--- src/hw/rtl/fpb_pkg.sv ---
// ----------------------------------------------------------------------------
// fpb_pkg
// Shared types and constants for the float power-by-squaring block.
// ----------------------------------------------------------------------------
package fpb_pkg;

  localparam int EXP_BITS_DEFAULT = 16;

  // binary64 constants
  localparam logic [63:0] FP_ONE      = 64'h3FF0_0000_0000_0000;
  localparam logic [63:0] FP_DFLT_NAN = 64'hFFF8_0000_0000_0000;
  localparam logic [63:0] FP_QUIET    = 64'h0008_0000_0000_0000;

  // last iteration index of the shared unit's multiply and divide loops
  localparam logic [5:0] MUL_LAST = 6'd4;
  localparam logic [5:0] DIV_LAST = 6'd55;

  typedef enum logic {
    FPU_MUL,
    FPU_DIV
  } fpu_op_t;

  typedef struct packed {
    logic    start;
    fpu_op_t op;
  } fpu_req_t;

  typedef enum logic [2:0] {
    FS_IDLE,
    FS_NORM,
    FS_MUL,
    FS_DIV,
    FS_ALIGN,
    FS_DENORM,
    FS_ROUND,
    FS_DONE
  } fpu_state_t;

  typedef enum logic [2:0] {
    SQ_IDLE,
    SQ_RECIP,
    SQ_RWAIT,
    SQ_STORE,
    SQ_SWAIT,
    SQ_PICK,
    SQ_CWAIT,
    SQ_OUT
  } seq_state_t;

endpackage

--- src/hw/rtl/fpb_in_if.sv ---
// ----------------------------------------------------------------------------
// fpb_in_if
// Input channel: base bit pattern and signed exponent with valid/ready.
// ----------------------------------------------------------------------------
interface fpb_in_if #(
  parameter int EXP_BITS = fpb_pkg::EXP_BITS_DEFAULT
) ();
  logic                       valid;
  logic                       ready;
  logic [63:0]                base_bits;
  logic signed [EXP_BITS-1:0] exponent;

  modport source (output valid, base_bits, exponent, input ready);
  modport sink   (input valid, base_bits, exponent, output ready);
endinterface

--- src/hw/rtl/fpb_out_if.sv ---
// ----------------------------------------------------------------------------
// fpb_out_if
// Output channel: result bit pattern with valid/ready.
// ----------------------------------------------------------------------------
interface fpb_out_if ();
  logic        valid;
  logic        ready;
  logic [63:0] result_bits;

  modport source (output valid, result_bits, input ready);
  modport sink   (input valid, result_bits, output ready);
endinterface

--- src/hw/rtl/float_power_by_squaring.sv ---
// ----------------------------------------------------------------------------
// float_power_by_squaring
// binary64 base raised to a signed integer power by repeated squaring.
// ----------------------------------------------------------------------------
// One item at a time on a single shared multiply/divide unit. A negative
// exponent first costs one divide for the reciprocal. After that, each
// exponent bit below the top set bit costs one squaring, and each set bit
// costs one combining multiply. Subnormal operands or results add
// normalizing and denormalizing steps to a multiply or a divide. NaN,
// infinite and zero operands finish without iterating. A zero exponent
// presents 1.0 the cycle after the transfer. The input is not ready until
// the result has been transferred.
// ----------------------------------------------------------------------------
module float_power_by_squaring #(
  parameter int EXP_BITS = fpb_pkg::EXP_BITS_DEFAULT
) (
  input logic clk,
  input logic rst,
  fpb_in_if.sink    in_item,
  fpb_out_if.source out_item
);

  localparam int LW = $clog2(EXP_BITS);

  fpb_pkg::seq_state_t state, state_next;

  logic [63:0]         b;
  logic [63:0]         acc;
  logic [EXP_BITS-1:0] mag;
  logic [LW-1:0]       level;
  logic [63:0]         fac [EXP_BITS];

  fpb_pkg::fpu_req_t req;
  logic [63:0]       opa, opb;
  logic              fdone;
  logic [63:0]       fres;

  fpb_fpu u_fpu (
    .clk    (clk),
    .rst    (rst),
    .req    (req),
    .a      (opa),
    .b      (opb),
    .done   (fdone),
    .result (fres)
  );

  // magnitude and sign of the incoming exponent
  logic [EXP_BITS-1:0] e_u, e_mag;
  logic                e_neg;
  assign e_u   = in_item.exponent;
  assign e_neg = e_u[EXP_BITS-1];
  assign e_mag = e_neg ? (~e_u + {{(EXP_BITS-1){1'b0}}, 1'b1}) : e_u;

  // set bits remain above the current level
  logic [EXP_BITS-1:0] upper;
  logic                more;
  assign upper = mag >> level;
  assign more  = |upper[EXP_BITS-1:1];

  logic in_xfer, out_xfer;
  assign in_xfer  = in_item.valid && in_item.ready;
  assign out_xfer = out_item.valid && out_item.ready;

  // next state
  always_comb begin
    state_next = state;
    unique case (state)
      fpb_pkg::SQ_IDLE: begin
        if (in_xfer) begin
          if (e_mag == '0)  state_next = fpb_pkg::SQ_OUT;
          else if (e_neg)   state_next = fpb_pkg::SQ_RECIP;
          else              state_next = fpb_pkg::SQ_STORE;
        end
      end
      fpb_pkg::SQ_RECIP: state_next = fpb_pkg::SQ_RWAIT;
      fpb_pkg::SQ_RWAIT: if (fdone) state_next = fpb_pkg::SQ_STORE;
      fpb_pkg::SQ_STORE: state_next = more ? fpb_pkg::SQ_SWAIT : fpb_pkg::SQ_PICK;
      fpb_pkg::SQ_SWAIT: if (fdone) state_next = fpb_pkg::SQ_STORE;
      fpb_pkg::SQ_PICK: begin
        if (mag[level])          state_next = fpb_pkg::SQ_CWAIT;
        else if (level == '0)    state_next = fpb_pkg::SQ_OUT;
      end
      fpb_pkg::SQ_CWAIT: begin
        if (fdone) state_next = (level == '0) ? fpb_pkg::SQ_OUT : fpb_pkg::SQ_PICK;
      end
      fpb_pkg::SQ_OUT: if (out_xfer) state_next = fpb_pkg::SQ_IDLE;
      default:         state_next = fpb_pkg::SQ_IDLE;
    endcase
  end

  // outputs and shared unit requests
  always_comb begin
    in_item.ready        = (state == fpb_pkg::SQ_IDLE);
    out_item.valid       = (state == fpb_pkg::SQ_OUT);
    out_item.result_bits = acc;
    req.start            = 1'b0;
    req.op               = fpb_pkg::FPU_MUL;
    opa                  = b;
    opb                  = b;
    unique case (state)
      fpb_pkg::SQ_RECIP: begin
        req.start = 1'b1;
        req.op    = fpb_pkg::FPU_DIV;
        opa       = fpb_pkg::FP_ONE;
      end
      fpb_pkg::SQ_STORE: begin
        req.start = more;
      end
      fpb_pkg::SQ_PICK: begin
        req.start = mag[level];
        opa       = fac[level];
        opb       = acc;
      end
      default: begin
      end
    endcase
  end

  always_ff @(posedge clk) begin
    if (rst) begin
      state <= fpb_pkg::SQ_IDLE;
    end else begin
      state <= state_next;
    end
  end

  // datapath
  always_ff @(posedge clk) begin
    case (state)
      fpb_pkg::SQ_IDLE: begin
        if (in_xfer) begin
          b     <= in_item.base_bits;
          mag   <= e_mag;
          level <= '0;
          acc   <= fpb_pkg::FP_ONE;
        end
      end
      fpb_pkg::SQ_RWAIT: begin
        if (fdone) b <= fres;
      end
      fpb_pkg::SQ_STORE: begin
        // hold this level's base for the combining pass
        fac[level] <= b;
      end
      fpb_pkg::SQ_SWAIT: begin
        if (fdone) begin
          b     <= fres;
          level <= LW'(level + 1'b1);
        end
      end
      fpb_pkg::SQ_PICK: begin
        if (!mag[level] && level != '0) level <= LW'(level - 1'b1);
      end
      fpb_pkg::SQ_CWAIT: begin
        if (fdone) begin
          acc <= fres;
          if (level != '0) level <= LW'(level - 1'b1);
        end
      end
      default: begin
      end
    endcase
  end

endmodule

--- src/hw/rtl/fpb_fpu.sv ---
// ----------------------------------------------------------------------------
// fpb_fpu
// Iterative binary64 multiply / divide with round-to-nearest-even.
// ----------------------------------------------------------------------------
module fpb_fpu (
  input  logic             clk,
  input  logic             rst,
  input  fpb_pkg::fpu_req_t req,
  input  logic [63:0]      a,
  input  logic [63:0]      b,
  output logic             done,
  output logic [63:0]      result
);

  fpb_pkg::fpu_state_t state, state_next;
  fpb_pkg::fpu_op_t    op;

  logic               sign;
  logic [52:0]        ma, mb;
  logic signed [13:0] ea, eb, ex;
  logic [105:0]       r;
  logic [53:0]        rem;
  logic [5:0]         cnt;
  logic [53:0]        pp;
  logic [1:0]         psh;

  // operand classes
  logic a_nan, a_inf, a_zero, b_nan, b_inf, b_zero, s_ab;
  logic sp_hit;
  logic [63:0] sp_val;

  assign a_nan  = (&a[62:52]) && (|a[51:0]);
  assign a_inf  = (&a[62:52]) && !(|a[51:0]);
  assign a_zero = !(|a[62:0]);
  assign b_nan  = (&b[62:52]) && (|b[51:0]);
  assign b_inf  = (&b[62:52]) && !(|b[51:0]);
  assign b_zero = !(|b[62:0]);
  assign s_ab   = a[63] ^ b[63];

  // resolve NaN, infinity and zero operands without iterating
  always_comb begin
    sp_hit = 1'b1;
    sp_val = '0;
    if (a_nan) begin
      sp_val = a | fpb_pkg::FP_QUIET;
    end else if (b_nan) begin
      sp_val = b | fpb_pkg::FP_QUIET;
    end else if (req.op == fpb_pkg::FPU_MUL) begin
      if ((a_inf && b_zero) || (a_zero && b_inf)) begin
        sp_val = fpb_pkg::FP_DFLT_NAN;
      end else if (a_inf || b_inf) begin
        sp_val = {s_ab, 11'h7FF, 52'd0};
      end else if (a_zero || b_zero) begin
        sp_val = {s_ab, 63'd0};
      end else begin
        sp_hit = 1'b0;
      end
    end else begin
      if ((a_zero && b_zero) || (a_inf && b_inf)) begin
        sp_val = fpb_pkg::FP_DFLT_NAN;
      end else if (a_inf || b_zero) begin
        sp_val = {s_ab, 11'h7FF, 52'd0};
      end else if (a_zero || b_inf) begin
        sp_val = {s_ab, 63'd0};
      end else begin
        sp_hit = 1'b0;
      end
    end
  end

  // partial product operands: 27-bit chunks of the mantissas
  logic [26:0] xa, xb;
  logic [105:0] pp_ext;
  assign xa = cnt[0] ? {1'b0, ma[52:27]} : ma[26:0];
  assign xb = cnt[1] ? {1'b0, mb[52:27]} : mb[26:0];

  always_comb begin
    case (psh)
      2'd0:    pp_ext = {52'd0, pp};
      2'd1:    pp_ext = {25'd0, pp, 27'd0};
      default: pp_ext = {pp[51:0], 54'd0};
    endcase
  end

  // restoring divide step
  logic        ge;
  logic [53:0] rsub;
  assign ge   = rem >= {1'b0, mb};
  assign rsub = ge ? (rem - {1'b0, mb}) : rem;

  // round to nearest even
  logic               inc;
  logic [53:0]        m54;
  logic signed [13:0] ef;
  logic [63:0]        rounded;
  always_comb begin
    inc = r[52] & (r[53] | (|r[51:0]));
    m54 = {1'b0, r[105:53]} + {53'd0, inc};
    if (m54[53]) begin
      ef = ex + 14'sd1;
    end else if (m54[52]) begin
      ef = ex;
    end else begin
      ef = 14'sd0;
    end
    if (ef >= 14'sd2047) begin
      rounded = {sign, 11'h7FF, 52'd0};
    end else begin
      rounded = {sign, ef[10:0], (m54[53] ? 52'd0 : m54[51:0])};
    end
  end

  // next state
  always_comb begin
    state_next = state;
    unique case (state)
      fpb_pkg::FS_IDLE: begin
        if (req.start) state_next = sp_hit ? fpb_pkg::FS_DONE : fpb_pkg::FS_NORM;
      end
      fpb_pkg::FS_NORM: begin
        if (ma[52] && mb[52]) begin
          state_next = (op == fpb_pkg::FPU_DIV) ? fpb_pkg::FS_DIV : fpb_pkg::FS_MUL;
        end
      end
      fpb_pkg::FS_MUL: begin
        if (cnt == fpb_pkg::MUL_LAST) state_next = fpb_pkg::FS_ALIGN;
      end
      fpb_pkg::FS_DIV: begin
        if (cnt == fpb_pkg::DIV_LAST) state_next = fpb_pkg::FS_ALIGN;
      end
      fpb_pkg::FS_ALIGN: begin
        if (r[105]) state_next = fpb_pkg::FS_DENORM;
      end
      fpb_pkg::FS_DENORM: begin
        if (ex >= 14'sd1 || ex < -14'sd54) state_next = fpb_pkg::FS_ROUND;
      end
      fpb_pkg::FS_ROUND: state_next = fpb_pkg::FS_DONE;
      fpb_pkg::FS_DONE:  state_next = fpb_pkg::FS_IDLE;
      default:           state_next = fpb_pkg::FS_IDLE;
    endcase
  end

  // outputs
  always_comb begin
    done = (state == fpb_pkg::FS_DONE);
  end

  always_ff @(posedge clk) begin
    if (rst) begin
      state <= fpb_pkg::FS_IDLE;
    end else begin
      state <= state_next;
    end
  end

  // datapath
  always_ff @(posedge clk) begin
    case (state)
      fpb_pkg::FS_IDLE: begin
        if (req.start) begin
          op     <= req.op;
          sign   <= s_ab;
          result <= sp_val;
          ma     <= {|a[62:52], a[51:0]};
          mb     <= {|b[62:52], b[51:0]};
          ea     <= (a[62:52] == 11'd0) ? 14'sd1 : $signed({3'd0, a[62:52]});
          eb     <= (b[62:52] == 11'd0) ? 14'sd1 : $signed({3'd0, b[62:52]});
          cnt    <= '0;
        end
      end
      fpb_pkg::FS_NORM: begin
        // bring subnormal mantissas to a leading one
        if (!ma[52]) begin
          ma <= {ma[51:0], 1'b0};
          ea <= ea - 14'sd1;
        end
        if (!mb[52]) begin
          mb <= {mb[51:0], 1'b0};
          eb <= eb - 14'sd1;
        end
        if (ma[52] && mb[52]) begin
          r   <= '0;
          cnt <= '0;
          rem <= {1'b0, ma};
          ex  <= (op == fpb_pkg::FPU_DIV) ? (ea - eb + 14'sd1023) : (ea + eb - 14'sd1022);
        end
      end
      fpb_pkg::FS_MUL: begin
        // one partial product per cycle, accumulated in the following cycle
        cnt <= cnt + 6'd1;
        if (cnt != 6'd0) r <= r + pp_ext;
        pp  <= xa * xb;
        psh <= (cnt == 6'd3) ? 2'd2 : ((cnt == 6'd0) ? 2'd0 : 2'd1);
      end
      fpb_pkg::FS_DIV: begin
        cnt <= cnt + 6'd1;
        rem <= {rsub[52:0], 1'b0};
        if (cnt == fpb_pkg::DIV_LAST) begin
          r <= {r[54:0], ge, 49'd0, |rsub};
        end else begin
          r <= {r[104:0], ge};
        end
      end
      fpb_pkg::FS_ALIGN: begin
        if (!r[105]) begin
          r  <= {r[104:0], 1'b0};
          ex <= ex - 14'sd1;
        end
      end
      fpb_pkg::FS_DENORM: begin
        // shift into the subnormal range, folding lost bits into sticky
        if (ex < 14'sd1) begin
          if (ex < -14'sd54) begin
            r  <= 106'd1;
            ex <= 14'sd1;
          end else begin
            r  <= {1'b0, r[105:2], r[1] | r[0]};
            ex <= ex + 14'sd1;
          end
        end
      end
      fpb_pkg::FS_ROUND: begin
        result <= rounded;
      end
      default: begin
      end
    endcase
  end

endmodule
--- src/flat_wrapper.sv ---
// flat-port wrapper written by rule: the top's interface ports become plain ports
module float_power_by_squaring_flat 
#(
  parameter int EXP_BITS = fpb_pkg::EXP_BITS_DEFAULT
)
  (clk, rst, in_item_valid, in_item_base_bits, in_item_exponent, in_item_ready, out_item_valid, out_item_result_bits, out_item_ready);
  fpb_in_if #(.EXP_BITS(EXP_BITS)) in_item_i ();
  fpb_out_if out_item_i ();
  input logic clk;
  input logic rst;
  input wire logic [$bits(in_item_i.valid)-1:0] in_item_valid;
  input wire logic [$bits(in_item_i.base_bits)-1:0] in_item_base_bits;
  input wire logic [$bits(in_item_i.exponent)-1:0] in_item_exponent;
  output wire logic [$bits(in_item_i.ready)-1:0] in_item_ready;
  output wire logic [$bits(out_item_i.valid)-1:0] out_item_valid;
  output wire logic [$bits(out_item_i.result_bits)-1:0] out_item_result_bits;
  input wire logic [$bits(out_item_i.ready)-1:0] out_item_ready;
  assign in_item_i.valid = in_item_valid;
  assign in_item_i.base_bits = in_item_base_bits;
  assign in_item_i.exponent = in_item_exponent;
  assign in_item_ready = in_item_i.ready;
  assign out_item_valid = out_item_i.valid;
  assign out_item_result_bits = out_item_i.result_bits;
  assign out_item_i.ready = out_item_ready;
  float_power_by_squaring #(.EXP_BITS(EXP_BITS)) u_core (.clk(clk), .rst(rst), .in_item(in_item_i), .out_item(out_item_i));
endmodule
--- config.mk ---
export PLATFORM = sky130hd
export DESIGN_NAME = float_power_by_squaring_flat
export DESIGN_NICKNAME = d
export VERILOG_FILES = /design/src/hw/rtl/fpb_pkg.sv /design/src/hw/rtl/fpb_in_if.sv /design/src/hw/rtl/fpb_out_if.sv /design/src/hw/rtl/float_power_by_squaring.sv /design/src/hw/rtl/fpb_fpu.sv /design/src/flat_wrapper.sv
export SDC_FILE = /design/constraint.sdc
export NUM_CORES = 2
export LEC_CHECK = 0
export ABC_AREA = 1
export ABC_CLOCK_PERIOD_IN_PS = 27900
export BUFFER_PORTS_ARGS = -buffer_cell sky130_fd_sc_hd__buf_4
export CAP_MARGIN = 20
export CORE_ASPECT_RATIO = 0.5
export CORE_UTILIZATION = 30
export DETAILED_ROUTE_END_ITERATION = 7
export GPL_TIMING_DRIVEN = 0
export PLACE_DENSITY = 0.45
export REMOVE_ABC_BUFFERS = 1
export SETUP_SLACK_MARGIN = 0.1
export SYNTH_ARGS = -nofsm -noshare
export SYNTH_HDL_FRONTEND = slang
export SYNTH_SLANG_ARGS = --single-unit
--- constraint.sdc ---
create_clock -name clk -period 27.9 [get_ports clk]
set_input_delay 5.58 -clock clk [delete_from_list [all_inputs] [get_ports clk]]
set_output_delay 5.58 -clock clk [all_outputs]
set_load 0.02 [all_outputs]
==> flow_summary.json <==
{
  "portBuffers": 149,
  "timing.final.ws_setup_ns": 18.21,
  "hpwl_um": 335000,
  "drt_pass1_iterations": 8,
  "worstMarginPinSlew_ns": 1.17,
  "cts.repair.resized": 0,
  "clockBufferDepth": 4,
  "routed_wl_um": 447000,
  "globalplace.congestion": 1.00,
  "vias_per_cell": 5.10,
  "die_x_um": 863,
  "run_status": "completed",
  "final-setup-viol-count": 0,
  "dieArea_um2": 373000,
  "asyncSetResetFlopFracSynth": 0,
  "cts.sink_count": 1618,
  "clock_insertion_delay_worst_skew_ns": 0.87,
  "ys_ff_latch": 1618,
  "post-cts-setup-buffer-count": 0,
  "ctsRootBufferMaster": "sky130_fd_sc_hd__clkbuf_16",
  "htree_levels": 4,
  "numCtsBuffers": 180,
  "timing.critical_path.fanout_max": 19,
  "synth_enable_flop_cells": 1608,
  "post_synth_design_cell_area_um2": 111000,
  "max_slew_margin": 0.215,
  "fin_worst_skew_ns": 0.0816,
  "syn-mean-instance-area_um2": 8.66,
  "synthTopCellsByArea": "sky130_fd_sc_hd__edfxtp_1 (43%), sky130_fd_sc_hd__fa_1 (11%), sky130_fd_sc_hd__nand2_1 (10%), sky130_fd_sc_hd__inv_1 (6.7%), sky130_fd_sc_hd__ha_1 (4.6%)",
  "utilization": 0.344,
  "yosysUniqueCellTypes": 64,
  "synthesis.instances": 12845,
  "fmax_mhz": 103,
  "final_design_area_no_fill_um2": 126000,
  "min_path_type": "register to register",
  "grtUsageTotal": 0.233,
  "start_util": 0.303,
  "grt_pass1_vias": 88841,
  "nNetsFinal": 13975,
  "syn_to_final_growth_pct": 13.6,
  "critPathSlowestCell": "sky130_fd_sc_hd__clkinv_1",
  "rsz0062_at_grt": "no",
  "antenna_found_initial": 25,
  "grt_first_pass_wirelength_um": 638000,
  "place_worst_setup_slack_ns": 18.25,
  "core_um2": 368000,
  "drc": 0,
  "grt_start_max_net_pins": 120,
  "std_cell_rows": 157,
  "crit_type": "register to register",
  "critical-path-max-stage-delay_ns": 1.17,
  "yosysWarningCount": 0,
  "dominantRegCellSynth": "sky130_fd_sc_hd__edfxtp_1",
  "synth.largest_area_cell": "sky130_fd_sc_hd__edfxtp_1",
  "timing.max_cap.violations": 0,
  "period_share": 0.347,
  "critPathRequiredTime_ns": 28.53,
  "vias": 91383,
  "synth.top_cell.area_share": 0.434,
  "critPathArrivalTime_ns": 10.32,
  "cts.hold.buffers_added": 0,
  "routedWlPerCell_um": 24.9,
  "placement.cell_area_um2": 121000,
  "cts_tree": "done",
  "die_height_um": 433,
  "layout-drive-gt1-share": 0.0596,
  "drt-initial-drc-count": 9473,
  "cts.reportedPaths.clkPinSlew_ns": 0.07,
  "drtAntennaViolNets": 0,
  "ioPinCount": 150,
  "timing.critical_path.to_type": "register",
  "timing_max_transition_violations_final": 0,
  "layout_min_cycle_time_ns": 9.69,
  "r2r_setup_slack_ns": 18.21,
  "globalRouteOverflowTotal": 0,
  "sequential_to_total_area_share_from_yosys_stat": 0.436,
  "final_hold_vios": 0,
  "timing.critical_path.from_type": "register"
}
==> cell type report <==
type,instances,area [um2]
Timing Repair Buffer,343,5120
Sequential cell,1618,48500
Tap cell,4929,6170
Multi-Input combinational cell,8681,53400
Clock inverter,86,764
Fill cell,38091,241000
Antenna cell,9,22.5
Clock buffer,230,4790
Inverter,2026,7650
==> cell families (layout without fill, tap and decap cells) <==
family,count (synthesis),in the layout,synth area share
AO/OA/AOI/OAI,1897,1897,0.0977
XOR/XNOR,184,184,0.0145
adder cells (fa/ha/maj),1041,1041,0.160
buffers and inverters,2546,2685,0.0888
flip-flops,1618,1618,0.436
multiplexers,12,12,0.00108
other,0,9,0
AND/OR/NAND/NOR,5547,5547,0.203
==> placed cells by master (no fill, tap or decap), types with 184 or more instances in the layout <==
| master | Yosys | layout |
|---|---|---|
| sky130_fd_sc_hd__a21oi_1 | 451 | 450 |
| sky130_fd_sc_hd__clkbuf_16 | 0 | 184 |
| sky130_fd_sc_hd__edfxtp_1 | 1608 | 1608 |
| sky130_fd_sc_hd__fa_1 | 629 | 629 |
| sky130_fd_sc_hd__ha_1 | 412 | 412 |
| sky130_fd_sc_hd__inv_1 | 1991 | 1985 |
| sky130_fd_sc_hd__nand2_1 | 3093 | 3087 |
| sky130_fd_sc_hd__nand3_1 | 759 | 758 |
| sky130_fd_sc_hd__nor2_1 | 1372 | 1349 |
| sky130_fd_sc_hd__o21ai_0 | 713 | 689 |
==> registers in the layout, indices dropped and copies added, names as in the netlist, named ones only <==
name / flops
u_core.u_fpu.ma: 53
u_core.mag: 16
u_core.u_fpu.r: 106
u_core.u_fpu.state: 3
u_core.u_fpu.mb: 53
u_core.u_fpu.op: 1
u_core.u_fpu.result: 64
u_core.u_fpu.eb: 14
u_core.u_fpu.cnt: 6
u_core.level: 4
u_core.fac: 1024
u_core.out_item.result_bits: 64
u_core.b: 64
u_core.u_fpu.rem: 54
u_core.u_fpu.ea: 14
u_core.state: 3
u_core.u_fpu.ex: 14
u_core.u_fpu.pp: 54
u_core.u_fpu.psh: 2
u_core.u_fpu.sign: 1
==> metal layers <==
layer  routed length (um)  part of all wire  vias up  GRT usage
met5                   41          0.000092        -          0
met4                17700             0.040        6     0.0818
met3                29400             0.066      631     0.0295
met2               198000              0.44     3220      0.368
met1               202000              0.45    45468      0.331
li1                     -                 -    42058          -
==> through the flow <==
stage               cells  TNS [ns]  hold slack (ns)
floorplan           12325         0            0.490
global placement    17403  -4476.68            0.521
detailed placement  17596         0            0.524
CTS                 17912         0            0.526
global route        17917         0            0.537
finish              17922         0            0.521
==> worst max-delay path: cells and delay by family, from the launching register on <==
family	cells	cell delay [ns]
buffers and inverters	9	1.93
AO/OA/AOI/OAI	3	1.10
adder cells (fa/ha/maj)	8	3.76
flip-flops	1	0.66
XOR/XNOR	1	0.24
AND/OR/NAND/NOR	7	1.79
==> path summary, 6_finish.rpt <==
| kind | startpoint | end | cells after the start |
|---|---|---|---|
| worst min-delay path | u_core.u_fpu.result[18] | u_core.out_item.result_bits[18] | 2 |
| worst min register to register | u_core.u_fpu.result[18] | u_core.out_item.result_bits[18] | 2 |
| worst max register to register | u_core.u_fpu.cnt[1] | u_core.u_fpu.pp[44] | 28 |
| worst max-delay path | u_core.u_fpu.cnt[1] | u_core.u_fpu.pp[44] | 28 |
==> synth_stat cells (59+ instances only) <==
cell type	instances
sky130_fd_sc_hd__inv_1	1991
sky130_fd_sc_hd__a21oi_1	451
sky130_fd_sc_hd__nor2_1	1372
sky130_fd_sc_hd__nand4_1	78
sky130_fd_sc_hd__o221ai_1	59
sky130_fd_sc_hd__o211ai_1	127
sky130_fd_sc_hd__nand2_1	3093
sky130_fd_sc_hd__o21ai_0	713
sky130_fd_sc_hd__nor3_1	87
sky130_fd_sc_hd__xor2_1	135
sky130_fd_sc_hd__o21ai_1	136
sky130_fd_sc_hd__or2_2	59
sky130_fd_sc_hd__clkbuf_1	319
sky130_fd_sc_hd__a31oi_1	84
sky130_fd_sc_hd__ha_1	412
sky130_fd_sc_hd__nand3_1	759
sky130_fd_sc_hd__fa_1	629
sky130_fd_sc_hd__o22ai_1	111
sky130_fd_sc_hd__edfxtp_1	1608
sky130_fd_sc_hd__buf_2	111
Power is not shown: default switching activity piles up to over one toggle a cycle in this logic, so the estimate is an artifact.
